[src/hdl/ccdf_pkg.sv]
`default_nettype none
// ----------------------------------------------------------------------------
// ccdf_pkg
// Shared types and constants of the checked command deframer.
// ----------------------------------------------------------------------------
package ccdf_pkg;

  localparam int unsigned BYTE_W       = 8;
  localparam int unsigned PLEN_W       = 6;
  localparam int unsigned STATUS_W     = 3;
  localparam int unsigned CFG_IDX_W    = 2;
  localparam int unsigned CNT_W        = 9;
  localparam int unsigned MAX_PAYLOAD_DEF = 32;

  localparam logic [15:0]       CRC_INIT  = 16'hFFFF;
  localparam logic [15:0]       CRC_POLY  = 16'hA001;
  localparam logic [CNT_W-1:0]  MIN_FRAME = 9'd5;
  localparam logic [CNT_W-1:0]  COUNT_MAX = 9'd511;
  localparam logic [CNT_W-1:0]  MAX_FRAME = 9'd255;

  localparam logic [BYTE_W-1:0] SYNC_FIRST_RST  = 8'hAA;
  localparam logic [BYTE_W-1:0] SYNC_SECOND_RST = 8'h55;

  // Configuration register indexes.
  localparam logic [CFG_IDX_W-1:0] CFG_SYNC_FIRST  = 2'd0;
  localparam logic [CFG_IDX_W-1:0] CFG_SYNC_SECOND = 2'd1;

  typedef enum logic [STATUS_W-1:0] {
    ST_OK     = 3'd0,
    ST_SHORT  = 3'd1,
    ST_SYNC   = 3'd2,
    ST_LENGTH = 3'd3,
    ST_LONG   = 3'd4,
    ST_CRC    = 3'd5
  } status_e;

endpackage
`default_nettype wire

[src/hdl/ccdf_ram.sv]
`default_nettype none
// ----------------------------------------------------------------------------
// ccdf_ram
// Generic single-write, single-read RAM with a registered read port.
// ----------------------------------------------------------------------------
module ccdf_ram #(
  parameter int unsigned Width = 8,
  parameter int unsigned Depth = 32,
  parameter int unsigned AddrW = (Depth > 1) ? $clog2(Depth) : 1
) (
  input  wire logic             clk_i,
  input  wire logic             we_i,
  input  wire logic [AddrW-1:0] waddr_i,
  input  wire logic [Width-1:0] wdata_i,
  input  wire logic             re_i,
  input  wire logic [AddrW-1:0] raddr_i,
  output logic      [Width-1:0] rdata_o
);

  logic [Width-1:0] mem_q [Depth];

  always_ff @(posedge clk_i) begin
    if (we_i) begin
      mem_q[waddr_i] <= wdata_i;
    end
    if (re_i) begin
      rdata_o <= mem_q[raddr_i];
    end
  end

endmodule
`default_nettype wire

[src/hdl/crc16_checked_command_deframer.sv]
`default_nettype none
// ----------------------------------------------------------------------------
// crc16_checked_command_deframer
// Sync/length/command framed byte stream with a CRC-16/MODBUS trailer.
// ----------------------------------------------------------------------------
// Input beats carry one frame byte and a flag on the frame's final byte.
// Every byte is folded into the CRC one bit per cycle, two bytes behind
// the input so that the trailing CRC bytes stay out of the sum. A byte
// therefore occupies the block until its bit-serial CRC loop is done: the
// next byte may be taken on the last CRC cycle of the previous one. After
// the final byte's CRC loop, the S_CHK state checks the frame and registers
// the header beat. For a good frame the header is followed by the payload
// beats; each waits for the previous one to be taken, then is read from the
// RAM and registered. While a frame's results are being delivered no input
// is taken; a stalled output beat simply holds. Payload bytes live in a
// small RAM that needs no clearing. Reset returns the sync registers to
// 0xAA and 0x55 and empties any partial frame. Configuration writes are
// always ready and take effect on the next byte.
// ----------------------------------------------------------------------------
module crc16_checked_command_deframer #(
  parameter int unsigned MAX_PAYLOAD = ccdf_pkg::MAX_PAYLOAD_DEF
) (
  input  wire logic                            clk_i,
  input  wire logic                            rst_ni,
  input  wire logic                            cfg_valid_i,
  output logic                                 cfg_ready_o,
  input  wire logic [ccdf_pkg::CFG_IDX_W-1:0]  cfg_index_i,
  input  wire logic [ccdf_pkg::BYTE_W-1:0]     cfg_data_i,
  input  wire logic                            in_valid_i,
  output logic                                 in_stall_o,
  input  wire logic [ccdf_pkg::BYTE_W-1:0]     data_byte_i,
  input  wire logic                            frame_end_i,
  output logic                                 out_valid_o,
  input  wire logic                            out_stall_i,
  output logic                                 is_header_o,
  output logic      [ccdf_pkg::STATUS_W-1:0]   status_o,
  output logic      [ccdf_pkg::BYTE_W-1:0]     command_o,
  output logic      [ccdf_pkg::PLEN_W-1:0]     payload_length_o,
  output logic      [ccdf_pkg::BYTE_W-1:0]     payload_byte_o,
  output logic                                 last_of_run_o
);
  import ccdf_pkg::*;

  localparam int unsigned AddrW = (MAX_PAYLOAD > 1) ? $clog2(MAX_PAYLOAD) : 1;
  localparam logic [CNT_W:0] StoreEnd = (CNT_W+1)'(4 + MAX_PAYLOAD);

  typedef enum logic [2:0] {
    S_IDLE,
    S_CRC,
    S_CHK,
    S_OUT,
    S_LOAD
  } state_e;

  state_e               state_q;
  logic [BYTE_W-1:0]    sync_first_q, sync_second_q;
  logic [15:0]          crc_q, crc_d;
  logic [15:0]          tail_q;
  logic [BYTE_W-1:0]    feed_q;
  logic [2:0]           bit_q;
  logic                 crc_en_q;
  logic                 end_q;
  logic [CNT_W-1:0]     cnt_q;
  logic                 sync_ok_q;
  logic [BYTE_W-1:0]    len_q;
  logic [BYTE_W-1:0]    cmd_q;
  logic [PLEN_W-1:0]    plen_cnt_q;
  logic [PLEN_W-1:0]    sent_q;

  logic                 out_valid_q;
  logic                 is_header_q;
  status_e              status_q;
  logic [BYTE_W-1:0]    command_q;
  logic [PLEN_W-1:0]    payload_length_q;
  logic [BYTE_W-1:0]    payload_byte_q;
  logic                 last_q;

  logic                 in_acc, out_acc, take_ok;
  logic                 ram_we, ram_re;
  logic [AddrW-1:0]     ram_waddr;
  logic [BYTE_W-1:0]    ram_rdata;
  status_e              st_c;
  logic [CNT_W-1:0]     len_ext, plen_c;
  logic [15:0]          recv_crc;

  // A new byte may enter while idle, or on the last CRC cycle of a byte that
  // does not end the frame.
  assign take_ok    = (state_q == S_IDLE) ||
                      (state_q == S_CRC && bit_q == 3'd7 && !end_q);
  assign in_stall_o = !take_ok;
  assign in_acc     = in_valid_i && take_ok;
  assign out_acc    = out_valid_q && !out_stall_i;
  assign cfg_ready_o = 1'b1;

  // One reflected CRC step per cycle, LSB of the feed byte first.
  always_comb begin
    if (crc_q[0] ^ feed_q[0]) begin
      crc_d = (crc_q >> 1) ^ CRC_POLY;
    end else begin
      crc_d = crc_q >> 1;
    end
  end

  assign ram_we    = in_acc && (cnt_q >= 9'd4) && ({1'b0, cnt_q} < StoreEnd);
  assign ram_waddr = AddrW'(cnt_q - 9'd4);
  assign ram_re    = (state_q == S_OUT) && out_acc && !last_q;

  ccdf_ram #(
    .Width (BYTE_W),
    .Depth (MAX_PAYLOAD),
    .AddrW (AddrW)
  ) u_store (
    .clk_i   (clk_i),
    .we_i    (ram_we),
    .waddr_i (ram_waddr),
    .wdata_i (data_byte_i),
    .re_i    (ram_re),
    .raddr_i (sent_q[AddrW-1:0]),
    .rdata_o (ram_rdata)
  );

  // Frame checks, in priority order.
  assign len_ext  = {1'b0, len_q};
  assign plen_c   = len_ext - 9'd1;
  assign recv_crc = {tail_q[7:0], tail_q[15:8]};

  always_comb begin
    priority if (cnt_q < MIN_FRAME) begin
      st_c = ST_SHORT;
    end else if (!sync_ok_q) begin
      st_c = ST_SYNC;
    end else if (len_q == '0 || cnt_q > MAX_FRAME || cnt_q != len_ext + MIN_FRAME) begin
      st_c = ST_LENGTH;
    end else if (plen_c > CNT_W'(MAX_PAYLOAD)) begin
      st_c = ST_LONG;
    end else if (crc_q != recv_crc) begin
      st_c = ST_CRC;
    end else begin
      st_c = ST_OK;
    end
  end

  always_ff @(posedge clk_i or negedge rst_ni) begin
    if (!rst_ni) begin
      state_q          <= S_IDLE;
      sync_first_q     <= SYNC_FIRST_RST;
      sync_second_q    <= SYNC_SECOND_RST;
      crc_q            <= CRC_INIT;
      tail_q           <= '0;
      feed_q           <= '0;
      bit_q            <= '0;
      crc_en_q         <= 1'b0;
      end_q            <= 1'b0;
      cnt_q            <= '0;
      sync_ok_q        <= 1'b1;
      len_q            <= '0;
      cmd_q            <= '0;
      plen_cnt_q       <= '0;
      sent_q           <= '0;
      out_valid_q      <= 1'b0;
      is_header_q      <= 1'b0;
      status_q         <= ST_OK;
      command_q        <= '0;
      payload_length_q <= '0;
      payload_byte_q   <= '0;
      last_q           <= 1'b0;
    end else begin
      if (cfg_valid_i) begin
        unique case (cfg_index_i)
          CFG_SYNC_FIRST:  sync_first_q  <= cfg_data_i;
          CFG_SYNC_SECOND: sync_second_q <= cfg_data_i;
          default: ;
        endcase
      end

      unique case (state_q)
        S_IDLE: ;
        S_CRC: begin
          if (crc_en_q) begin
            crc_q <= crc_d;
          end
          feed_q <= feed_q >> 1;
          bit_q  <= bit_q + 3'd1;
          if (bit_q == 3'd7) begin
            state_q <= end_q ? S_CHK : S_IDLE;
          end
        end
        S_CHK: begin
          out_valid_q      <= 1'b1;
          is_header_q      <= 1'b1;
          status_q         <= st_c;
          command_q        <= (st_c == ST_OK) ? cmd_q : '0;
          payload_length_q <= (st_c == ST_OK) ? PLEN_W'(plen_c) : '0;
          payload_byte_q   <= '0;
          last_q           <= (st_c != ST_OK) || (plen_c == '0);
          plen_cnt_q       <= (st_c == ST_OK) ? PLEN_W'(plen_c) : '0;
          sent_q           <= '0;
          // The header is captured in the output registers, the payload in the RAM; start over.
          crc_q     <= CRC_INIT;
          tail_q    <= '0;
          cnt_q     <= '0;
          sync_ok_q <= 1'b1;
          len_q     <= '0;
          cmd_q     <= '0;
          end_q     <= 1'b0;
          state_q   <= S_OUT;
        end
        S_OUT: begin
          if (out_acc) begin
            out_valid_q <= 1'b0;
            if (last_q) begin
              state_q <= S_IDLE;
            end else begin
              sent_q  <= sent_q + PLEN_W'(1);
              state_q <= S_LOAD;
            end
          end
        end
        S_LOAD: begin
          out_valid_q      <= 1'b1;
          is_header_q      <= 1'b0;
          status_q         <= ST_OK;
          command_q        <= '0;
          payload_length_q <= '0;
          payload_byte_q   <= ram_rdata;
          last_q           <= (sent_q == plen_cnt_q);
          state_q          <= S_OUT;
        end
        default: state_q <= S_IDLE;
      endcase

      if (in_acc) begin
        if (cnt_q != COUNT_MAX) begin
          cnt_q <= cnt_q + 9'd1;
        end
        tail_q   <= {tail_q[7:0], data_byte_i};
        feed_q   <= tail_q[15:8];
        crc_en_q <= (cnt_q >= 9'd2);
        bit_q    <= '0;
        end_q    <= frame_end_i;
        if (cnt_q == 9'd0 && data_byte_i != sync_first_q) begin
          sync_ok_q <= 1'b0;
        end
        if (cnt_q == 9'd1 && data_byte_i != sync_second_q) begin
          sync_ok_q <= 1'b0;
        end
        if (cnt_q == 9'd2) begin
          len_q <= data_byte_i;
        end
        if (cnt_q == 9'd3) begin
          cmd_q <= data_byte_i;
        end
        state_q <= S_CRC;
      end
    end
  end

  assign out_valid_o      = out_valid_q;
  assign is_header_o      = is_header_q;
  assign status_o         = status_q;
  assign command_o        = command_q;
  assign payload_length_o = payload_length_q;
  assign payload_byte_o   = payload_byte_q;
  assign last_of_run_o    = last_q;

  // No input byte is taken while a result is on offer.
  a_no_input_while_output: assert property (@(posedge clk_i) disable iff (!rst_ni)
    out_valid_o |-> in_stall_o)
    else $error("input accepted while a result is pending");

  // An accepted byte always holds off the input as its CRC loop begins.
  a_byte_occupies: assert property (@(posedge clk_i) disable iff (!rst_ni)
    (in_valid_i && !in_stall_o) |=> in_stall_o)
    else $error("byte accepted without CRC cycles");

  // A failing header closes the frame's results.
  a_fail_is_last: assert property (@(posedge clk_i) disable iff (!rst_ni)
    (out_valid_o && is_header_o && status_o != ST_OK) |-> last_of_run_o)
    else $error("failing header not marked last");

  // Payload beats never carry header information.
  a_payload_clean: assert property (@(posedge clk_i) disable iff (!rst_ni)
    (out_valid_o && !is_header_o) |-> (status_o == ST_OK && payload_length_o == '0))
    else $error("payload beat carries header fields");

endmodule
`default_nettype wire
[config.mk]
export PLATFORM = sky130hd
export DESIGN_NAME = crc16_checked_command_deframer
export DESIGN_NICKNAME = d
export VERILOG_FILES = /design/src/hdl/ccdf_pkg.sv /design/src/hdl/ccdf_ram.sv /design/src/hdl/crc16_checked_command_deframer.sv
export SDC_FILE = /design/constraint.sdc
export NUM_CORES = 1
export LEC_CHECK = 0
export BUFFER_PORTS_ARGS = -buffer_cell sky130_fd_sc_hd__buf_2
export CAP_MARGIN = 10
export CORE_ASPECT_RATIO = 1.1
export CORE_MARGIN = 4
export CORE_UTILIZATION = 45
export CTS_CLUSTER_SIZE = 40
export DETAILED_ROUTE_END_ITERATION = 10
export HOLD_SLACK_MARGIN = 0.03
export SETUP_SLACK_MARGIN = 0.05
export SYNTH_ARGS = -nofsm -noshare
export SYNTH_HDL_FRONTEND = slang
export SYNTH_HIERARCHICAL = 1
export SYNTH_SLANG_ARGS = --single-unit
[constraint.sdc]
create_clock -name clk_i -period 4.1 [get_ports clk_i]
set_clock_uncertainty 0.1 [all_clocks]
set_input_delay 0.82 -clock clk_i [delete_from_list [all_inputs] [get_ports clk_i]]
set_output_delay 0.82 -clock clk_i [all_outputs]
set_load 0.02 [all_outputs]
==> summary.md <==
| Metric | Value |
|---|---|
| Post-placement cell area | `0.01762 mm^2` |
| Dominant synthesized flop cell | `edfxtp_1` |
| DRC Markers | `0` |
| Total via count in the routed design | `9317` |
| Critical path arrival | `3.67 ns` |
| Hold violation total from the final report | `0` |
| Yosys warns | `6` |
| Setup crit start kind | `flip-flop` |
| Number of buffers inserted for hold repair after clock tree synthesis | `0` |
| Initial Util | `45.85%` |
| Area delta synth->final | `12.80%` |
| Part of the Yosys area used for sequential elements | `67.10%` |
| Post-cts repair resize count | `0` |
| Synth Register Bits | `394` |
| Complex-gate fraction of the synthesized area | `4.463%` |
| Setup bufs post-CTS | `0` |
| Initial antenna violation count | `1` |
| Xor and xnor area share after synthesis | `3.250%` |
| Setup repair after global routing missed its margin | `false` |
| Final Critical Period | `3.617 ns` |
| Kind of path behind the tightest hold check | `in -> async` |
| Core footprint | `0.03644 mm^2` |
| Number of global-route vias before repair | `9391` |
| Clock-pin slew on the worst setup and hold paths | `0.06 ns` |
| Count of cell types in the netlist | `61` |
| Count of antenna-violating nets left after detailed routing | `0` |
| CTS Root Cell | `clkbuf_16` |
| Power per Cell Area | `655.0 mW/mm^2` |
| Startpoint of the worst-slack reg-to-reg timing path | `bit_q[0]` |
| Final sum of negative setup slack | `0 ns` |
| Outcome | `finished clean` |
| IO buf count | `52` |
| I/O pins | `54` |
| DRT Pass-1 Iters | `5` |
| Crit-path cells | `ha_1 > ha_1 > nand2b_1 > a2111o_1 > nor4_1 > or3b_2 > nor2_1` |
| Sort of element at the end of the critical path | `flip-flop` |
| Worst Setup Path Type | `reg -> reg` |
| Avg Cell Area, Syn | `15.65 um^2` |
| Max-cap violations | `0` |
| Final layout net count | `1188` |
| Data required time at the worst endpoint | `4.16 ns` |
| Global Route Usage Sum | `19.00%` |
| Final HPWL DP | `23990 um` |
| Post-route cell area | `0.01885 mm^2` |
| # diodes | `0` |
| Capturing point of the worst reg2reg path | `u_store/mem_q[4][5]` |
| Setup slack on the worst flop-to-flop path | `0.48 ns` |
| DIE AREA | `0.04028 mm^2` |
| Worst path max stage delay | `0.66 ns` |
| GPL Wtd Cong | `0.8159` |
| Setup violators final | `0` |
| Count of placed standard cells including taps | `1593` |
| Clock tree buffer depth | `3` |
| Final Non-Filler Cells | `1666` |
| Cell type contributing the most total cell area after synthesis | `edfxtp_1` |
| Total Power | `0.01235 W` |
| Buf/Inv on CP | `0` |
| TritonCTS sink count | `394` |
| FF-to-FF path depth | `7` |
| Area share of the largest cell type after synthesis | `47.44%` |
| Average wire per cell in the routed design | `22.53 um` |
| FFs w/ async S/R, synth | `32.99%` |
| Max Clock Freq | `276.5 MHz` |
| Critical-path maximum fanout | `8` |
| Layout cell share with drive strength beyond 1 | `25.53%` |
| Final period util | `88.22%` |
| Adder-cell area share of the yosys netlist | `1.123%` |
| Largest voltage drop on the vdd net | `0.3385 mV` |
| TritonCTS clock tree | `done` |
| Floorplan die width | `191.7 um` |
| Synth Area in Simple Gates | `8.633%` |
| Cell leakage power | `6.948 nW` |
| Routed wire length | `37530 um` |
| Number of synthesized flops with an enable pin | `264` |
| Slew at the pin closest to its max-slew limit | `1.160 ns` |
| Gate count after technology mapping | `1068` |
| Worst slew margin relative to its limit | `22.57%` |
| Dominant combinational cell family by area after synthesis | `multiplexers` |
| Proportion of synthesized area in mux cells | `13.07%` |
| Num rows | `73` |
| CP most frequent cell | `ha_1` |
| Global route overflow | `0` |
| Net count of the mapped netlist | `1107` |
| Largest net degree at the start of global routing | `74` |
| Clk Latency, worst-skew pair | `0.54 ns` |
| H-tree depth reported by CTS | `2` |
| Cell types occupying the most area after synthesis | `edfxtp_1 (47%), dfrtp_1 (16%), mux4_2 (11%), dfstp_2 (3.9%), nand2_1 (2.6%)` |
| Drt first-iter violations | `673` |
| Global-route wire length before repair | `58460 um` |
| Final Max Tran Viols | `0` |
| CP top delay family | `simple AND/OR/NAND/NOR gates` |
| Height of the chip | `210.1 um` |
| Post-Synthesis Cell Area | `0.01671 mm^2` |
| TritonCTS Buffers | `41` |
| Critical Path Slowest Stage Cell | `nor4_1` |
| Vias per inst | `5.592` |
Yosys cell counts (20+ instances only):
master,count
nor2_1,65
mux4_2,80
a22o_1,29
xnor2_1,28
a21oi_1,20
mux2_2,25
nand3_1,49
dfstp_2,25
xor2_1,34
clkbuf_1,21
dfrtp_1,105
nand2_1,116
edfxtp_1,264
metal layers:
metal / track usage, % / up-vias / share of wire, %
li1: - / 4215 / -
met1: 28.03 / 4795 / 45
met2: 30.00 / 251 / 48
met3: 2.865 / 56 / 5.1
met4: 4.954 / 0 / 2.2
met5: 0 / - / 0
report_power, final:
part / internal [W] / switching [W] / total [W]
clock: 0.00196 / 0.00146 / 0.00342
combinational: 0.00159 / 0.00183 / 0.00342
sequential: 0.00481 / 0.000689 / 0.00550
total: 0.00837 / 0.00398 / 0.0123
per-stage QoR:
step	hold WS [ns]	setup slack, ns	utilization (%)
final	0.2131	0.4831	51.72
after global placement	0.3524	0.5478	48.35
after global routing	0.2503	0.3873	51.72
after floorplan	0.3493	0.8614	-
after CTS	0.2195	0.5176	51.72
after detailed placement	0.3546	0.4624	48.35
how the worst max path moves through the flow:
stage,cells past startpoint,endpoint,slack [ns],from
after floorplan,9,u_store/mem_q[28][0],0.86,bit_q[0]
after global placement,6,u_store/mem_q[28][3],0.55,in_valid_i
after detailed placement,6,u_store/mem_q[28][7],0.46,in_valid_i
after CTS,7,u_store/mem_q[4][5],0.52,bit_q[0]
after global routing,7,u_store/mem_q[4][5],0.39,bit_q[0]
final,7,u_store/mem_q[4][5],0.48,bit_q[0]
flip-flops by register name (all words and copies together), names as in the netlist, 6 cells and up:
name              flops
cmd_q                 8
cnt_q                 9
command_o             8
crc_q                16
feed_q                8
len_q                 8
payload_byte_o        8
payload_length_o      6
plen_cnt_q            6
sent_q                6
sync_first_q          8
sync_second_q         8
tail_q               16
u_store/mem_q       256
u_store/rdata_o       8
cell type report:
type | count | area (um^2)
multi-input combinational | 600 | 5116
inverter | 17 | 63.81
sequential | 394 | 11220
timing repair buffer | 95 | 614.3
fill | 3011 | 17600
tap | 487 | 609.3
clock inverter | 24 | 171.4
clock buffer | 49 | 1056
worst register-to-register path: stages, from the launching register on:
cell	delay, ns
dfrtp_1	0.36
ha_1	0.15
ha_1	0.18
nand2b_1	0.08
a2111o_1	0.47
nor4_1	0.66
or3b_2	0.65
nor2_1	0.60
cells in the final DEF, fill, tap and decap left out, types with 5 or more instances in the layout:
cell and instances:
mux2_2 25, buf_2 51, dfstp_2 25, clkinv_2 9, buf_4 41, o21ai_1 15, clkinv_1 9, mux4_2 80
edfxtp_1 264, ha_1 15, nor2_1 63, nand3b_1 8, xor2_1 34, nand2_1 116, or3_1 5, clkbuf_16 41
nor3_1 6, o21ai_0 10, nor4_1 7, xnor2_1 28, nand4_1 14, mux2i_1 10, a21oi_1 20, clkbuf_1 8
a31oi_1 6, o31ai_1 6, dfrtp_1 103, nand3_1 48, a22o_1 29, inv_1 14
kinds of logic (layout without fill, tap and decap cells):
kind of cell	Yosys count	after routing
buffers and inverters	74	185
DFF	394	394
adders and majority gates	15	15
xor gates and xnor gates	62	62
AOI/OAI and AO/OA	107	107
other	1	1
and+or+nand+nor	300	300
muxes	115	115
Power figures use the tool's default switching activity.
